[config.mk]
export PLATFORM = sky130hd
export DESIGN_NAME = led_chaser_button_speed_core
export DESIGN_NICKNAME = d
export VERILOG_FILES = /design/src/lcbs_pkg.sv /design/src/lcbs_button.sv /design/src/led_chaser_button_speed_core.sv
export VERILOG_INCLUDE_DIRS = /design/src /design/src/src
export SDC_FILE = /design/constraint.sdc
export NUM_CORES = 1
export LEC_CHECK = 0
export ABC_AREA = 1
export ABC_CLOCK_PERIOD_IN_PS = 14800
export BUFFER_PORTS_ARGS = -buffer_cell sky130_fd_sc_hd__buf_4
export CAP_MARGIN = 25
export CELL_PAD_IN_SITES_DETAIL_PLACEMENT = 2
export CELL_PAD_IN_SITES_GLOBAL_PLACEMENT = 2
export CORE_MARGIN = 5
export CORE_UTILIZATION = 40
export CTS_BUF_LIST = sky130_fd_sc_hd__clkbuf_8
export DETAILED_ROUTE_END_ITERATION = 10
export PLACE_DENSITY = 0.95
export SYNTH_ARGS = -nofsm -noshare
export SYNTH_HDL_FRONTEND = slang
export SYNTH_SLANG_ARGS = --single-unit
[constraint.sdc]
create_clock -name clock -period 14.8 [get_ports clock]
set_input_delay 2.22 -clock clock [delete_from_list [all_inputs] [get_ports clock]]
set_output_delay 2.22 -clock clock [all_outputs]
set_load 0.03 [all_outputs]
[src/assert_macros.svh]
// Assertion macros shared by the RTL files of the LED chaser.
`ifndef ASSERT_MACROS_SVH
`define ASSERT_MACROS_SVH

// Checked on every rising clock edge outside of reset.
`define LCBS_ASSERT(lbl, prop, msg) \
   lbl: assert property (@(posedge clock) disable iff (reset) (prop)) else $error(msg);

// Checked on every rising clock edge, reset included.
`define LCBS_ASSERT_ALWAYS(lbl, prop, msg) \
   lbl: assert property (@(posedge clock) (prop)) else $error(msg);

`endif

[src/lcbs_pkg.sv]
`default_nettype none

package lcbs_pkg;

   localparam int PERIOD_W  = 16;
   localparam int CFG_W     = 10;
   localparam int TICK_W    = 7;
   localparam int LED_OUT_W = 8;

   localparam logic [CFG_W-1:0]    MIN_PERIOD_RESET = 10'd10;
   localparam logic [CFG_W-1:0]    STEP_RESET       = 10'd50;
   localparam logic [CFG_W-1:0]    DEBOUNCE_RESET   = 10'd40;
   localparam logic [TICK_W-1:0]   TICK_RESET       = 7'd5;
   localparam logic [PERIOD_W-1:0] PERIOD_RESET     = 16'd150;

   typedef enum logic [1:0] {
      CSR_MIN_PERIOD = 2'd0,
      CSR_STEP       = 2'd1,
      CSR_DEBOUNCE   = 2'd2,
      CSR_TICK       = 2'd3
   } csr_index_type;

   typedef struct packed {
      logic fast_pressed;
      logic slow_pressed;
   } req_type;

   typedef struct packed {
      logic [LED_OUT_W-1:0] led_pattern;
      logic [PERIOD_W-1:0]  current_period_ms;
      logic                 led_advanced;
   } rsp_type;

   typedef struct packed {
      logic              sample_en;
      logic              level;
      logic              other_level;
      logic [TICK_W-1:0] chunk_ms;
      logic [CFG_W-1:0]  settle_ms;
   } btn_ctl_type;

endpackage

`default_nettype wire

[src/lcbs_button.sv]
`default_nettype none
`include "assert_macros.svh"

module lcbs_button (
   input  wire                 clock,
   input  wire                 reset,
   input  lcbs_pkg::btn_ctl_type ctl,
   output logic                press
);
   import lcbs_pkg::*;

   logic                last_level_ff, last_level_in;
   logic [PERIOD_W-1:0] stable_ff, stable_in;
   logic                locked_ff, locked_in;
   logic [PERIOD_W:0]   stable_sum;
   logic                stable_ok;
   logic                release_ok;

   always_comb begin
      stable_sum = {1'b0, stable_ff} + (PERIOD_W+1)'(ctl.chunk_ms);
      if (ctl.level == last_level_ff) begin
         stable_in = stable_sum[PERIOD_W] ? '1 : stable_sum[PERIOD_W-1:0];
      end else begin
         stable_in = '0;
      end
      last_level_in = ctl.level;
      stable_ok     = stable_in >= PERIOD_W'(ctl.settle_ms);
      press         = ctl.sample_en & ctl.level & stable_ok & ~locked_ff & ~ctl.other_level;
      release_ok    = ~ctl.level & locked_ff & stable_ok;
      if (press) begin
         locked_in = 1'b1;
      end else if (release_ok) begin
         locked_in = 1'b0;
      end else begin
         locked_in = locked_ff;
      end
   end

   always_ff @(posedge clock) begin
      if (reset) begin
         last_level_ff <= 1'b0;
         stable_ff     <= '0;
         locked_ff     <= 1'b0;
      end else if (ctl.sample_en) begin
         last_level_ff <= last_level_in;
         stable_ff     <= stable_in;
         locked_ff     <= locked_in;
      end
   end

   `LCBS_ASSERT(a_press_locks, press |=> locked_ff, "press did not lock the button")
   `LCBS_ASSERT(a_idle_stable, !ctl.sample_en |=> $stable(stable_ff), "stable time moved idle")
   `LCBS_ASSERT(a_idle_lock, !ctl.sample_en |=> $stable(locked_ff), "lock moved without a sample")

endmodule

`default_nettype wire

[src/led_chaser_button_speed_core.sv]
// Running-light driver with two debounced speed buttons.
// Input channel (req_*): one item is one sample of the fast and slow buttons,
// each sample closing a chunk of min(time left, tick) milliseconds.
// Result channel (rsp_*): one item per sample with the one-hot LED pattern,
// the step period in force and a flag set when the LED moved on that sample.
// Configuration (csr_*): minimum period, step, debounce time and tick length,
// written while no item is in flight.
// Latency: a result is presented in the cycle after its sample is accepted.
// Throughput: one sample per cycle when not stalled; all the work for a
// sample is done by the logic between the state registers and the result register.
// Reset: the lowest LED is lit, the period and countdown are 150 ms, the
// buttons read released and unlocked, and the registers take their defaults.
// While the result side stalls, the result register holds its item and the
// input side is stalled; it reopens in the cycle the result is taken.
`default_nettype none
`include "assert_macros.svh"

module led_chaser_button_speed_core #(
   parameter int LED_COUNT = 8
) (
   input  wire                         clock,
   input  wire                         reset,
   input  wire                         req_valid,
   output logic                        req_stall,
   input  lcbs_pkg::req_type           req_data,
   output logic                        rsp_valid,
   input  wire                         rsp_stall,
   output lcbs_pkg::rsp_type           rsp_data,
   input  wire                         csr_we,
   input  lcbs_pkg::csr_index_type     csr_index,
   input  wire [lcbs_pkg::CFG_W-1:0]   csr_wdata
);
   import lcbs_pkg::*;

   localparam int PAD_W = (LED_COUNT >= LED_OUT_W) ? LED_COUNT : LED_OUT_W;

   logic [CFG_W-1:0]     min_period_ff, step_ff, debounce_ff;
   logic [TICK_W-1:0]    tick_ff;
   logic [LED_COUNT-1:0] lit_ff, lit_in;
   logic [PERIOD_W-1:0]  period_ff, period_in;
   logic [PERIOD_W-1:0]  remaining_ff, remaining_in;
   logic                 rsp_valid_ff, rsp_valid_in;
   rsp_type              rsp_data_ff, rsp_data_in;

   logic                 req_accept;
   logic                 both_pressed;
   logic [TICK_W-1:0]    tick_eff;
   logic [CFG_W-1:0]     minp;
   logic [TICK_W-1:0]    chunk;
   logic [PERIOD_W-1:0]  remaining_left;
   logic [CFG_W:0]       fast_limit;
   logic [PERIOD_W-1:0]  fast_period;
   logic [PERIOD_W:0]    slow_sum;
   logic [PERIOD_W-1:0]  slow_period;
   logic                 advance;
   logic [PAD_W-1:0]     lit_pad;
   logic                 fast_press, slow_press;
   btn_ctl_type          fast_ctl, slow_ctl;

   assign req_accept = req_valid & ~req_stall;
   assign req_stall  = rsp_valid_ff & rsp_stall;
   assign rsp_valid  = rsp_valid_ff;
   assign rsp_data   = rsp_data_ff;

   always_comb begin
      both_pressed = req_data.fast_pressed & req_data.slow_pressed;
      tick_eff     = (tick_ff == '0) ? TICK_W'(1) : tick_ff;
      minp         = (min_period_ff == '0) ? CFG_W'(1) : min_period_ff;
      chunk        = (remaining_ff < PERIOD_W'(tick_eff)) ? remaining_ff[TICK_W-1:0] : tick_eff;
      remaining_left = remaining_ff - PERIOD_W'(chunk);

      fast_ctl.sample_en   = req_accept & ~both_pressed;
      fast_ctl.level       = req_data.fast_pressed;
      fast_ctl.other_level = req_data.slow_pressed;
      fast_ctl.chunk_ms    = chunk;
      fast_ctl.settle_ms   = debounce_ff;

      slow_ctl.sample_en   = req_accept & ~both_pressed;
      slow_ctl.level       = req_data.slow_pressed;
      slow_ctl.other_level = req_data.fast_pressed;
      slow_ctl.chunk_ms    = chunk;
      slow_ctl.settle_ms   = debounce_ff;
   end

   lcbs_button u_fast (
      .clock (clock),
      .reset (reset),
      .ctl   (fast_ctl),
      .press (fast_press)
   );

   lcbs_button u_slow (
      .clock (clock),
      .reset (reset),
      .ctl   (slow_ctl),
      .press (slow_press)
   );

   always_comb begin
      // A fast press never goes below the minimum, even when the period was
      // already under a minimum that was raised later.
      fast_limit  = {1'b0, minp} + {1'b0, step_ff};
      fast_period = (period_ff > PERIOD_W'(fast_limit)) ?
                    period_ff - PERIOD_W'(step_ff) : PERIOD_W'(minp);
      slow_sum    = {1'b0, period_ff} + (PERIOD_W+1)'(step_ff);
      slow_period = slow_sum[PERIOD_W] ? '1 : slow_sum[PERIOD_W-1:0];

      if (fast_press) begin
         period_in = fast_period;
      end else if (slow_press) begin
         period_in = slow_period;
      end else begin
         period_in = period_ff;
      end

      advance = (remaining_left == '0);
      if (advance) begin
         lit_in       = {lit_ff[LED_COUNT-2:0], lit_ff[LED_COUNT-1]};
         remaining_in = period_in;
      end else begin
         lit_in       = lit_ff;
         remaining_in = remaining_left;
      end

      lit_pad = PAD_W'(lit_in);
      rsp_data_in.led_pattern       = lit_pad[LED_OUT_W-1:0];
      rsp_data_in.current_period_ms = period_in;
      rsp_data_in.led_advanced      = advance;

      rsp_valid_in = req_accept | (rsp_valid_ff & rsp_stall);
   end

   always_ff @(posedge clock) begin
      if (reset) begin
         min_period_ff <= MIN_PERIOD_RESET;
         step_ff       <= STEP_RESET;
         debounce_ff   <= DEBOUNCE_RESET;
         tick_ff       <= TICK_RESET;
      end else if (csr_we) begin
         unique case (csr_index)
            CSR_MIN_PERIOD: min_period_ff <= csr_wdata;
            CSR_STEP:       step_ff       <= csr_wdata;
            CSR_DEBOUNCE:   debounce_ff   <= csr_wdata;
            CSR_TICK:       tick_ff       <= csr_wdata[TICK_W-1:0];
            default: ;
         endcase
      end
   end

   always_ff @(posedge clock) begin
      if (reset) begin
         lit_ff       <= LED_COUNT'(1);
         period_ff    <= PERIOD_RESET;
         remaining_ff <= PERIOD_RESET;
         rsp_valid_ff <= 1'b0;
      end else begin
         rsp_valid_ff <= rsp_valid_in;
         if (req_accept) begin
            lit_ff       <= lit_in;
            period_ff    <= period_in;
            remaining_ff <= remaining_in;
         end
      end
   end

   always_ff @(posedge clock) begin
      if (req_accept) begin
         rsp_data_ff <= rsp_data_in;
      end
   end

   `LCBS_ASSERT(a_lit_onehot, $onehot(lit_ff), "lit LED is not one-hot")
   `LCBS_ASSERT(a_period_nonzero, period_ff != '0, "period reached zero")
   `LCBS_ASSERT(a_left_nonzero, remaining_ff != '0, "countdown reached zero")
   `LCBS_ASSERT(a_reload, req_accept && advance |=> remaining_ff == period_ff, "missed reload")
   `LCBS_ASSERT(a_result_follows, req_accept |=> rsp_valid_ff, "accepted item produced no result")

endmodule

`default_nettype wire

Word-level counts from Yosys, hierarchy flattened
Index checks and enable logic that the tools add are counted.
- bits in registers: 139
- output and inout port bits: 27
- logic and storage cells: 84
- bits of input ports: 19
- $add $sub $neg: 6
- mux-type cells: 17
- bitwise gates (word level): 23
- equality and inequality tests: 5
- reduce and logical (&&, ||, !) cells: 12
- magnitude comparators: 4
- operator list (operator ; count):
    16-bit 2-to-1 mux ; 9
    16-bit by 7-bit adder with 17-bit output ; 2
    16-bit by 10-bit greater-or-equal comparator with 1-bit output ; 2
    16-bit by 10-bit adder with 17-bit output ; 1
    1-bit AND ; 16
    16-bit by 11-bit > comparator with 1-bit output ; 1
    16-bit logical NOT ; 1
    16-bit by 7-bit < comparator with 1-bit output ; 1
    16-bit by 10-bit subtractor with 16-bit output ; 1
    16-bit by 7-bit subtractor with 16-bit output ; 1
    7-bit 2-to-1 mux ; 2
    2-bit AND reduction ; 6
    10-bit by 10-bit adder with 11-bit output ; 1
    10-bit logical NOT ; 1
    10-bit 2-to-1 mux ; 1
    8-bit 2-to-1 mux ; 1
    7-bit logical NOT ; 1
    1-bit NOT ; 6
    2-bit == test, second input constant ; 2
    1-bit 2-to-1 mux ; 4
    2-bit nonzero test ; 2
    1-bit == test ; 2
    2-bit by 1-bit == test with 1-bit output, second input constant ; 1
    2-bit logical NOT ; 1
    1-bit bitwise OR ; 1

Longest topological paths before layout
Gate-level depths: netlist of run 1.
- word-level depth: 14
- mapped depth: 44
- depth with buffers taken out: 43

Hierarchy
From an unflattened synthesis of run 1, not the netlist that was laid out.
- cell total of the unflattened synthesis: 1684
- area total of the unflattened synthesis: 10916.7 um2
- by module, submodules not included (module ; cells an instance ; sequential area each (um2) ; area each (um2) ; instances):
    led_chaser_button_speed_core ; 1188 ; 2312.2 ; 7676.1 ; 1
    lcbs_button (u_slow) ; 249 ; 360.3 ; 1645.3 ; 1
    lcbs_button (u_fast) ; 247 ; 360.3 ; 1595.3 ; 1

Worst setup path after synthesis of run 1
Ideal clock, no wire load.
- path kind: flip-flop to flip-flop
- start point: reg tick_ff[6]
- end point: reg rsp_data_ff, in the netlist rsp_data[2] (data pin)
- setup time: 256 ps
- clock period less this slack: 5116 ps
- data required time: 14544 ps
- arrival time: 4859 ps
- buffers on the path: 1
- cell stages (with the launch flop): 38
- setup slack: 9684 ps
- path through: dfxtp_1 > inv_1 > ha_1 > and3_1 > a21oi_1 > nand2_1 > o21ai_0 > ha_1 > inv_1 > fa_1 > inv_1 > nand3_1 > nand3_1 > nand3_1 > nand2_1 > nor3b_1 > o21ai_0 > ha_1 > [2 not listed] > nand2_1 > nand2_1 > nand2_1 > nand2_1 > nand2_1 > nand2_1 > nand2_1 > nand2_1 > nand2_1 > nand2_1 > nand2_1 > nand2_1 > nand2_1 > nand3_2 > nand2_4 > buf_12 > nand3_1 > nand2_1
- longest elaborated chain between the ends: 13
- elaborated cells between the ends (all ways): 20
- classes of those cells: add/sub (2); order compare (3); mux (8); bitwise (6); reduce/logical (1)
- ends and longest elaborated chain (element ; RTL line ; text):
    from (decl) ; led_chaser_button_speed_core.sv:38 ; logic [TICK_W-1:0] tick_ff;
    from (signal assigned) ; led_chaser_button_speed_core.sv:144 ; CSR_TICK: tick_ff <= csr_wdata[TICK_W-1:0];
    7-bit logical NOT ; led_chaser_button_speed_core.sv:67 ; tick_eff = (tick_ff == '0) ? TICK_W'(1) : tick_ff;
    7-bit 2-to-1 mux (*) ; led_chaser_button_speed_core.sv:67 ;
    16-bit by 7-bit < comparator with 1-bit output ; led_chaser_button_speed_core.sv:69 ; chunk = (remaining_ff < PERIOD_W'(tick_eff)) ? remaining_ff[TICK_W-1:0] : tick_eff;
    7-bit 2-to-1 mux (*) ; led_chaser_button_speed_core.sv:69 ;
    16-bit by 7-bit adder with 17-bit output ; lcbs_button.sv:20 ; stable_sum = {1'b0, stable_ff} + (PERIOD_W+1)'(ctl.chunk_ms);
    16-bit 2-to-1 mux ; lcbs_button.sv:22 ; stable_in = stable_sum[PERIOD_W] ? '1 : stable_sum[PERIOD_W-1:0];
    16-bit 2-to-1 mux ; lcbs_button.sv:21 ; if (ctl.level == last_level_ff) begin
    16-bit by 10-bit greater-or-equal comparator with 1-bit output ; lcbs_button.sv:27 ; stable_ok = stable_in >= PERIOD_W'(ctl.settle_ms);
    1-bit AND (3 in series) ; lcbs_button.sv:28 ; press = ctl.sample_en & ctl.level & stable_ok & ~locked_ff & ~ctl.other_level;
    16-bit 2-to-1 mux ; led_chaser_button_speed_core.sv:110 ; end else if (slow_press) begin
    16-bit 2-to-1 mux (*) ; led_chaser_button_speed_core.sv:108 ; if (fast_press) begin
    named net period_in[1] ; led_chaser_button_speed_core.sv:40 ; logic [PERIOD_W-1:0] period_ff, period_in;
    to (signal assigned) ; led_chaser_button_speed_core.sv:168 ; rsp_data_ff <= rsp_data_in;
    to (decl) ; led_chaser_button_speed_core.sv:43 ; rsp_type rsp_data_ff, rsp_data_in;
Mark *: on every way through the listed nets, which the timed path passes. The rest lies on a longest branch.
A chain may end at the register's enable or synchronous reset.

Worst setup path after layout of run 1
- start point: reg tick_ff[6]
- end point: reg rsp_data_ff, in the netlist rsp_data[8] (data pin)
Same word-level chain as after synthesis.

==> results of run 1 <==
-- area by class of cell --
class / count / area, um^2
Inverter: 191 / 717
Timing Repair Buffer: 51 / 403
Clock inverter: 15 / 126
Sequential cell: 139 / 3030
Fill cell: 2988 / 14100
Tap cell: 330 / 413
Multi-Input combinational cell: 1116 / 6310
Clock buffer: 17 / 234
-- power groups by stage --
stage	logic [mW]	registers [mW]	clock network, mW
after floorplan	0.460	0.467	0
after global placement	0.617	0.468	0
after detailed placement	0.697	0.472	0
after CTS	0.736	0.466	0.318
after global routing	0.803	0.471	0.334
final	0.749	0.468	0.318
-- kinds of logic after synthesis --
kind of cell,count (synthesis),synth area share [%]
simple gates,674,29.4
compound gates,303,16.1
buf+inv,245,9.56
flops,139,29.3
fa+ha+maj,94,11.8
xor+xnor,45,3.81
-- cell usage in the layout (no fill, tap or decap), types with 5 or more instances in the layout --
cell type	netlist	routed
sky130_fd_sc_hd__nand4_1	17	17
sky130_fd_sc_hd__o21ai_0	105	105
sky130_fd_sc_hd__ha_1	88	88
sky130_fd_sc_hd__xor2_1	36	36
sky130_fd_sc_hd__a31oi_1	6	6
sky130_fd_sc_hd__inv_6	0	7
sky130_fd_sc_hd__clkbuf_8	0	17
sky130_fd_sc_hd__dfxtp_1	114	114
sky130_fd_sc_hd__a21o_1	8	8
sky130_fd_sc_hd__nor4_1	6	6
sky130_fd_sc_hd__nand3b_1	5	5
sky130_fd_sc_hd__nand2_2	14	14
sky130_fd_sc_hd__edfxtp_1	25	25
sky130_fd_sc_hd__nand2_1	349	349
sky130_fd_sc_hd__nand3_1	130	130
sky130_fd_sc_hd__o21bai_1	6	6
sky130_fd_sc_hd__nand3_2	7	7
sky130_fd_sc_hd__o21ai_1	12	12
sky130_fd_sc_hd__a21oi_1	135	135
sky130_fd_sc_hd__fa_1	6	6
sky130_fd_sc_hd__xnor2_1	9	9
sky130_fd_sc_hd__buf_4	2	50
sky130_fd_sc_hd__nor2_1	101	101
sky130_fd_sc_hd__o211ai_1	9	9
sky130_fd_sc_hd__inv_2	8	8
sky130_fd_sc_hd__nor3_1	14	14
sky130_fd_sc_hd__or2_2	5	5
sky130_fd_sc_hd__inv_1	180	180
-- registers in the layout (all words and copies together) (netlist names) --
register	flops
u_fast.last_level_ff	1
rsp_valid	1
u_fast.stable_ff	16
u_fast.locked_ff	1
u_slow.locked_ff	1
remaining_ff	16
u_slow.last_level_ff	1
debounce_ff	10
period_ff	16
step_ff	10
lit_ff	8
tick_ff	7
min_period_ff	10
u_slow.stable_ff	16
rsp_data	25
-- critical path, delay by kind of cell (launching register included) --
kind	cells	cell delay [ps]
compound gates	3	1440
buf+inv	5	540
simple gates	26	3940
fa+ha+maj	4	1470
flops	1	410
-- worst max-delay path by stage --
stage	slack, ps	to	cells after the start
3_5_place_dp	7470	remaining_ff[7]	40
4_1_cts	6970	rsp_data[8]	38
3_3_place_gp	8530	remaining_ff[7]	39
5_1_grt	6290	remaining_ff[7]	40
6_report	6730	rsp_data[8]	38
2_1_floorplan	9680	rsp_data[2]	37
-- per-layer routing --
| metal | routed length (um) | vias up | track usage (%) |
|---|---|---|---|
| met5 | 0 | - | 0 |
| met2 | 24500 | 445 | 61.1 |
| met3 | 1950 | 211 | 4.44 |
| li1 | - | 4990 | - |
| met4 | 2890 | 0 | 17.6 |
| met1 | 18500 | 5585 | 36.1 |
-- per-stage QoR --
stage,hold slack [ps],worst slack [ps],power (mW),std cells,utilization (%)
floorplan,450,9680,0.927,1500,-
global placement,462,8530,1.08,1826,42.9
detailed placement,472,7470,1.17,1827,43.0
CTS,516,6970,1.52,1859,44.4
global route,534,6290,1.61,1859,44.4
finish,514,6730,1.54,1859,44.4
==> flow_summary.json, run 1 <==
{
  "achievable-frequency_ghz": 0.124,
  "period_minus_slack_ps": 8070,
  "num_antenna_cells": 0,
  "post_cts_resize_count": 0,
  "max-slew-margin-rel_pct": 34.1,
  "cts_buffers": 17,
  "worst_path_most_repeated_cell": "sky130_fd_sc_hd__nand2_1",
  "fin_nets": 1629,
  "grt_setup_unrepaired": "false",
  "post-route-drc-count": 0,
  "route.detailed.wl_per_inst_um": 25.7,
  "drt-pass1-iter-count": 7,
  "outcome": "finished clean",
  "routed_via_count": 11200,
  "postSynthRegisterBits": 139,
  "netsw_mw": 0.770,
  "hold-path-endpoint": "remaining_ff[13]",
  "arrival_time_reported_for_the_critical_path_endpoint_ps": 8280,
  "fp.coreArea_mm2": 0.0253,
  "share_comb_of_total_power_pct": 48.8,
  "initial_core_util_pct": 40.8,
  "die_h_um": 171,
  "cellLeakagePower_nw": 5.43,
  "stdcell_area_mm2": 0.0112,
  "setup.worst_path.class": "reg2reg",
  "power_frac_clock_pct": 20.7,
  "remaining_antenna_violation_count": 0,
  "timing.reg2reg.setup_slack_ps": 6730,
  "clock_tree_from_tritoncts": "done",
  "crit_path_max_incr_delay_ps": 790,
  "synth_async_reset_ratio_pct": 0,
  "accumulated_negative_setup_slack_ps": 0,
  "rr_endpoint": "rsp_data[8]",
  "area_growth_syn_to_layout_pct": 8.75,
  "clk_latency_ps": 490,
  "yosys-top-cells-count": "sky130_fd_sc_hd__nand2_1, sky130_fd_sc_hd__inv_1, sky130_fd_sc_hd__a21oi_1",
  "area_share_of_the_largest_cell_type_after_synthesis_pct": 22.1,
  "gr-usage-all-layers_pct": 32.9,
  "sw_frac_of_total_pct": 50.1,
  "fp-row-count": 58,
  "layout-drive-gt1-share_pct": 9.29,
  "htreeDepth": 4,
  "worstSetupStartpointType": "flop",
  "drv_slew": 0,
  "numClockSinks": 139,
  "synthesis.area_per_instance_um2": 6.89,
  "finalSetupViolCount": 0,
  "rr_startpoint": "tick_ff[6]",
  "placement.cell_area_mm2": 0.0109,
  "synth.lib_cells_used.distinct": 57,
  "worst_ep_required_time_ps": 15000,
  "place.port_buffers": 45,
  "dp_hpwl_um": 33800,
  "ctsRootBufferMaster": "sky130_fd_sc_hd__clkbuf_8",
  "yosys_warnings": 0,
  "number_of_global_route_vias_before_repair": 12800,
  "slowest_stage": "sky130_fd_sc_hd__nor3b_1",
  "grt_start_max_net_pins": 70,
  "ir_drop_worst_vdd_mv": 0.0621,
  "synth.cell_area_mm2": 0.0103,
  "crit_path_start": "tick_ff[6]",
  "timing.hold.worst.start": "remaining_ff[13]",
  "cell_internal_pwr_mw": 0.766,
  "drt_iter0_drc": 701,
  "power_per_unit_of_standard_cell_area_mw_per_mm2": 137,
  "hold_buffers": 0,
  "num_io_pins": 46,
  "syn_inst": 1500,
  "depth_of_the_worst_register_to_register_path": 38,
  "synthesis.nets": 1613,
  "gpl.final_weighted_congestion": 0.884,
  "critical_path.max_fanout": 18,
  "top_count_cell_post_synth": "sky130_fd_sc_hd__nand2_1",
  "grt.overflow.total": 0,
  "totalWireLength_um": 47900,
  "worst_clock_skew_ps": 23.1,
  "synth_top_flop_cell": "sky130_fd_sc_hd__dfxtp_1",
  "worst_setup_path_end_kind": "flop",
  "die_w_um": 171,
  "post-cts-setup-buffer-count": 0,
  "hold_path.class": "reg2reg",
  "synth_edf_count": 25,
  "synth_top_cells_by_area": "sky130_fd_sc_hd__dfxtp_1, sky130_fd_sc_hd__nand2_1, sky130_fd_sc_hd__ha_1",
  "synth.largest_area_cell": "sky130_fd_sc_hd__dfxtp_1",
  "sequentialPowerShare_pct": 30.5,
  "report.final.hold_viol_count": 0,
  "synth_sequential_area_ratio_pct": 29.3,
  "clk_pin_slew_ps": 100,
  "cts_max_path_buffers": 2,
  "antenna_violations_before_repair": 0,
  "route.detailed.vias_per_inst": 6.04,
  "drv.max_cap_violation_count": 0,
  "tightest_slew_ps": 985,
  "wire_length_of_the_first_global_routing_pass_um": 74300,
  "dieArea_mm2": 0.0292,
  "worst_hold_path.num_cells": 2,
  "post-route-period-util_pct": 54.6
}
Power figures use the tool's default switching activity.
==> run 2: changes to the inputs <==
ABC_CLOCK_PERIOD_IN_PS = 7070   (was 14800)
CORE_UTILIZATION = 33   (was 40)
PLACE_DENSITY = 0.85   (was 0.95)
clock period = 7.07 ns   (was 14.8 ns; I/O delays follow)
==> run 2 against run 1 <==
Compared with the run above: fmax grew 25%; design area grew 1.0%; worst hold slack lost 28 ps; first-iteration DRC count shrank 37%; setup slack lost 6100 ps; flip-flop and latch count is the same; critical path depth grew 5; clock skew shrank 8.2 ps; clock-buffer cell count is the same; sequential share of layout area shrank 0.28 points; power grew 100%; critical path type unchanged; largest cell class unchanged.
==> flow_summary.json, run 2 (synthesized netlist as in run 1, its figures left out) <==
{
  "finalSetupViolCount": 0,
  "post-route-drc-count": 0,
  "crit_path_max_incr_delay_ps": 490,
  "final_util_pct": 36.9,
  "worst_ep_required_time_ps": 7420,
  "clk_latency_ps": 460,
  "route.detailed.wl_per_inst_um": 20.2,
  "dp_hpwl_um": 29800,
  "cellLeakagePower_nw": 5.45,
  "slowest_stage": "sky130_fd_sc_hd__o41ai_1",
  "worst_setup_path_end_kind": "flop",
  "totalWireLength_um": 38900,
  "cts_max_path_buffers": 2,
  "fp.coreArea_mm2": 0.0307,
  "achievable-frequency_ghz": 0.155,
  "depth_of_the_worst_register_to_register_path": 43,
  "rr_endpoint": "remaining_ff[1]",
  "numClockSinks": 139,
  "rr_startpoint": "tick_ff[5]",
  "report.final.hold_viol_count": 0,
  "hold_path.class": "reg2reg",
  "drv.max_cap_violation_count": 0,
  "tightest_slew_ps": 1140,
  "timing.reg2reg.setup_slack_ps": 600,
  "dieArea_mm2": 0.0350,
  "period_minus_slack_ps": 6470,
  "outcome": "finished clean",
  "num_io_pins": 46,
  "accumulated_negative_setup_slack_ps": 0,
  "drt_iter0_drc": 439,
  "worst_clock_skew_ps": 14.9,
  "number_of_global_route_vias_before_repair": 11400,
  "drv_slew": 0,
  "gr-usage-all-layers_pct": 21.7,
  "place.port_buffers": 45,
  "worst_path_most_repeated_cell": "sky130_fd_sc_hd__nand2_1",
  "layout-drive-gt1-share_pct": 9.54,
  "worstSetupStartpointType": "flop",
  "arrival_time_reported_for_the_critical_path_endpoint_ps": 6810,
  "cts_buffers": 17,
  "num_antenna_cells": 0,
  "antenna_violations_before_repair": 0,
  "critical_path.max_fanout": 18,
  "hold_buffers": 0,
  "fin_cells": 1927,
  "die_w_um": 187,
  "initial_core_util_pct": 33.6,
  "fp-row-count": 64,
  "post-route-period-util_pct": 91.4,
  "power_per_unit_of_standard_cell_area_mw_per_mm2": 270,
  "ir_drop_worst_vdd_mv": 0.111,
  "setup.worst_path.class": "reg2reg",
  "grt.overflow.total": 0,
  "placed_cells_incl_taps": 1895,
  "crit_path_start": "tick_ff[5]",
  "setup.worst_path.end": "remaining_ff[1]",
  "most_common_cell_after_layout_fill_and_taps_aside": "sky130_fd_sc_hd__nand2_1",
  "gpl.final_weighted_congestion": 0.879,
  "fin_nets": 1631,
  "grt_start_max_net_pins": 65,
  "htreeDepth": 4,
  "die_h_um": 187,
  "routed_via_count": 10500,
  "clk_pin_slew_ps": 90,
  "remaining_antenna_violation_count": 0,
  "route.detailed.vias_per_inst": 5.43,
  "max-slew-margin-rel_pct": 23.4,
  "wire_length_of_the_first_global_routing_pass_um": 61800,
  "area_growth_syn_to_layout_pct": 9.88,
  "largest_register_ff_count": 25,
  "clock_tree_from_tritoncts": "done",
  "layout.cells.most_common_list": "sky130_fd_sc_hd__nand2_1, sky130_fd_sc_hd__inv_1, sky130_fd_sc_hd__a21oi_1",
  "ctsRootBufferMaster": "sky130_fd_sc_hd__clkbuf_8",
  "drt-pass1-iter-count": 5,
  "grt_setup_unrepaired": "false"
}
==> run 2: area by class of cell <==
type / instances / area, um^2
Fill cell: 3761 / 19400
Multi-Input combinational cell: 1116 / 6330
Sequential cell: 139 / 3030
Inverter: 191 / 717
Tap cell: 396 / 495
Timing Repair Buffer: 53 / 398
Clock buffer: 17 / 234
Clock inverter: 15 / 153
==> run 2: timing repair <==
item	CTS	global route
gates resized for setup	0	3
setup buffers	0	0
setup endpoints to repair	0	43
==> run 2: worst min-delay path by stage <==
stage               cells past startpoint        startpoint               end  slack [ps]
global placement                        2  u_fast.locked_ff  u_fast.locked_ff         460
global route                            2  u_fast.locked_ff  u_fast.locked_ff         500
CTS                                     2  u_fast.locked_ff  u_fast.locked_ff         480
floorplan                               2        tick_ff[0]        tick_ff[0]         450
detailed placement                      2  u_fast.locked_ff  u_fast.locked_ff         470
finish                                  2  u_fast.locked_ff  u_fast.locked_ff         490
==> run 2: per-stage QoR <==
step | worst slack, ps | hold WS [ps] | instance area, um^2 | power, mW
2_1_floorplan | 1950 | 450 | 10300 | 1.94
5_1_grt | 72.4 | 501 | 11400 | 3.28
3_3_place_gp | 1140 | 464 | 11000 | 2.30
4_1_cts | 397 | 485 | 11300 | 3.08
3_5_place_dp | 578 | 472 | 11000 | 2.37
6_report | 605 | 486 | 11400 | 3.07
==> run 2: power by group <==
part           switching [mW]  leakage, nW  internal, mW
Clock                   0.388        0.191         0.291
Combinational           0.965         4.08         0.453
Sequential             0.0856         1.18         0.886
==> run 2: critical path, delay by kind of cell, from the launching register on <==
family                   cells  cell delay, ps
flip-flops                   1             330
AO/OA/AOI/OAI                5            1210
buffers and inverters        6             660
adder cells (fa/ha/maj)      3             940
AND/OR/NAND/NOR             29            3180
==> run 2: per-layer routing <==
metal  track usage, %  part of all wire (%)
met1             27.4                    46
met2             39.4                    50
met3             3.19                   3.2
met4             4.61                   1.4
met5                0                     0
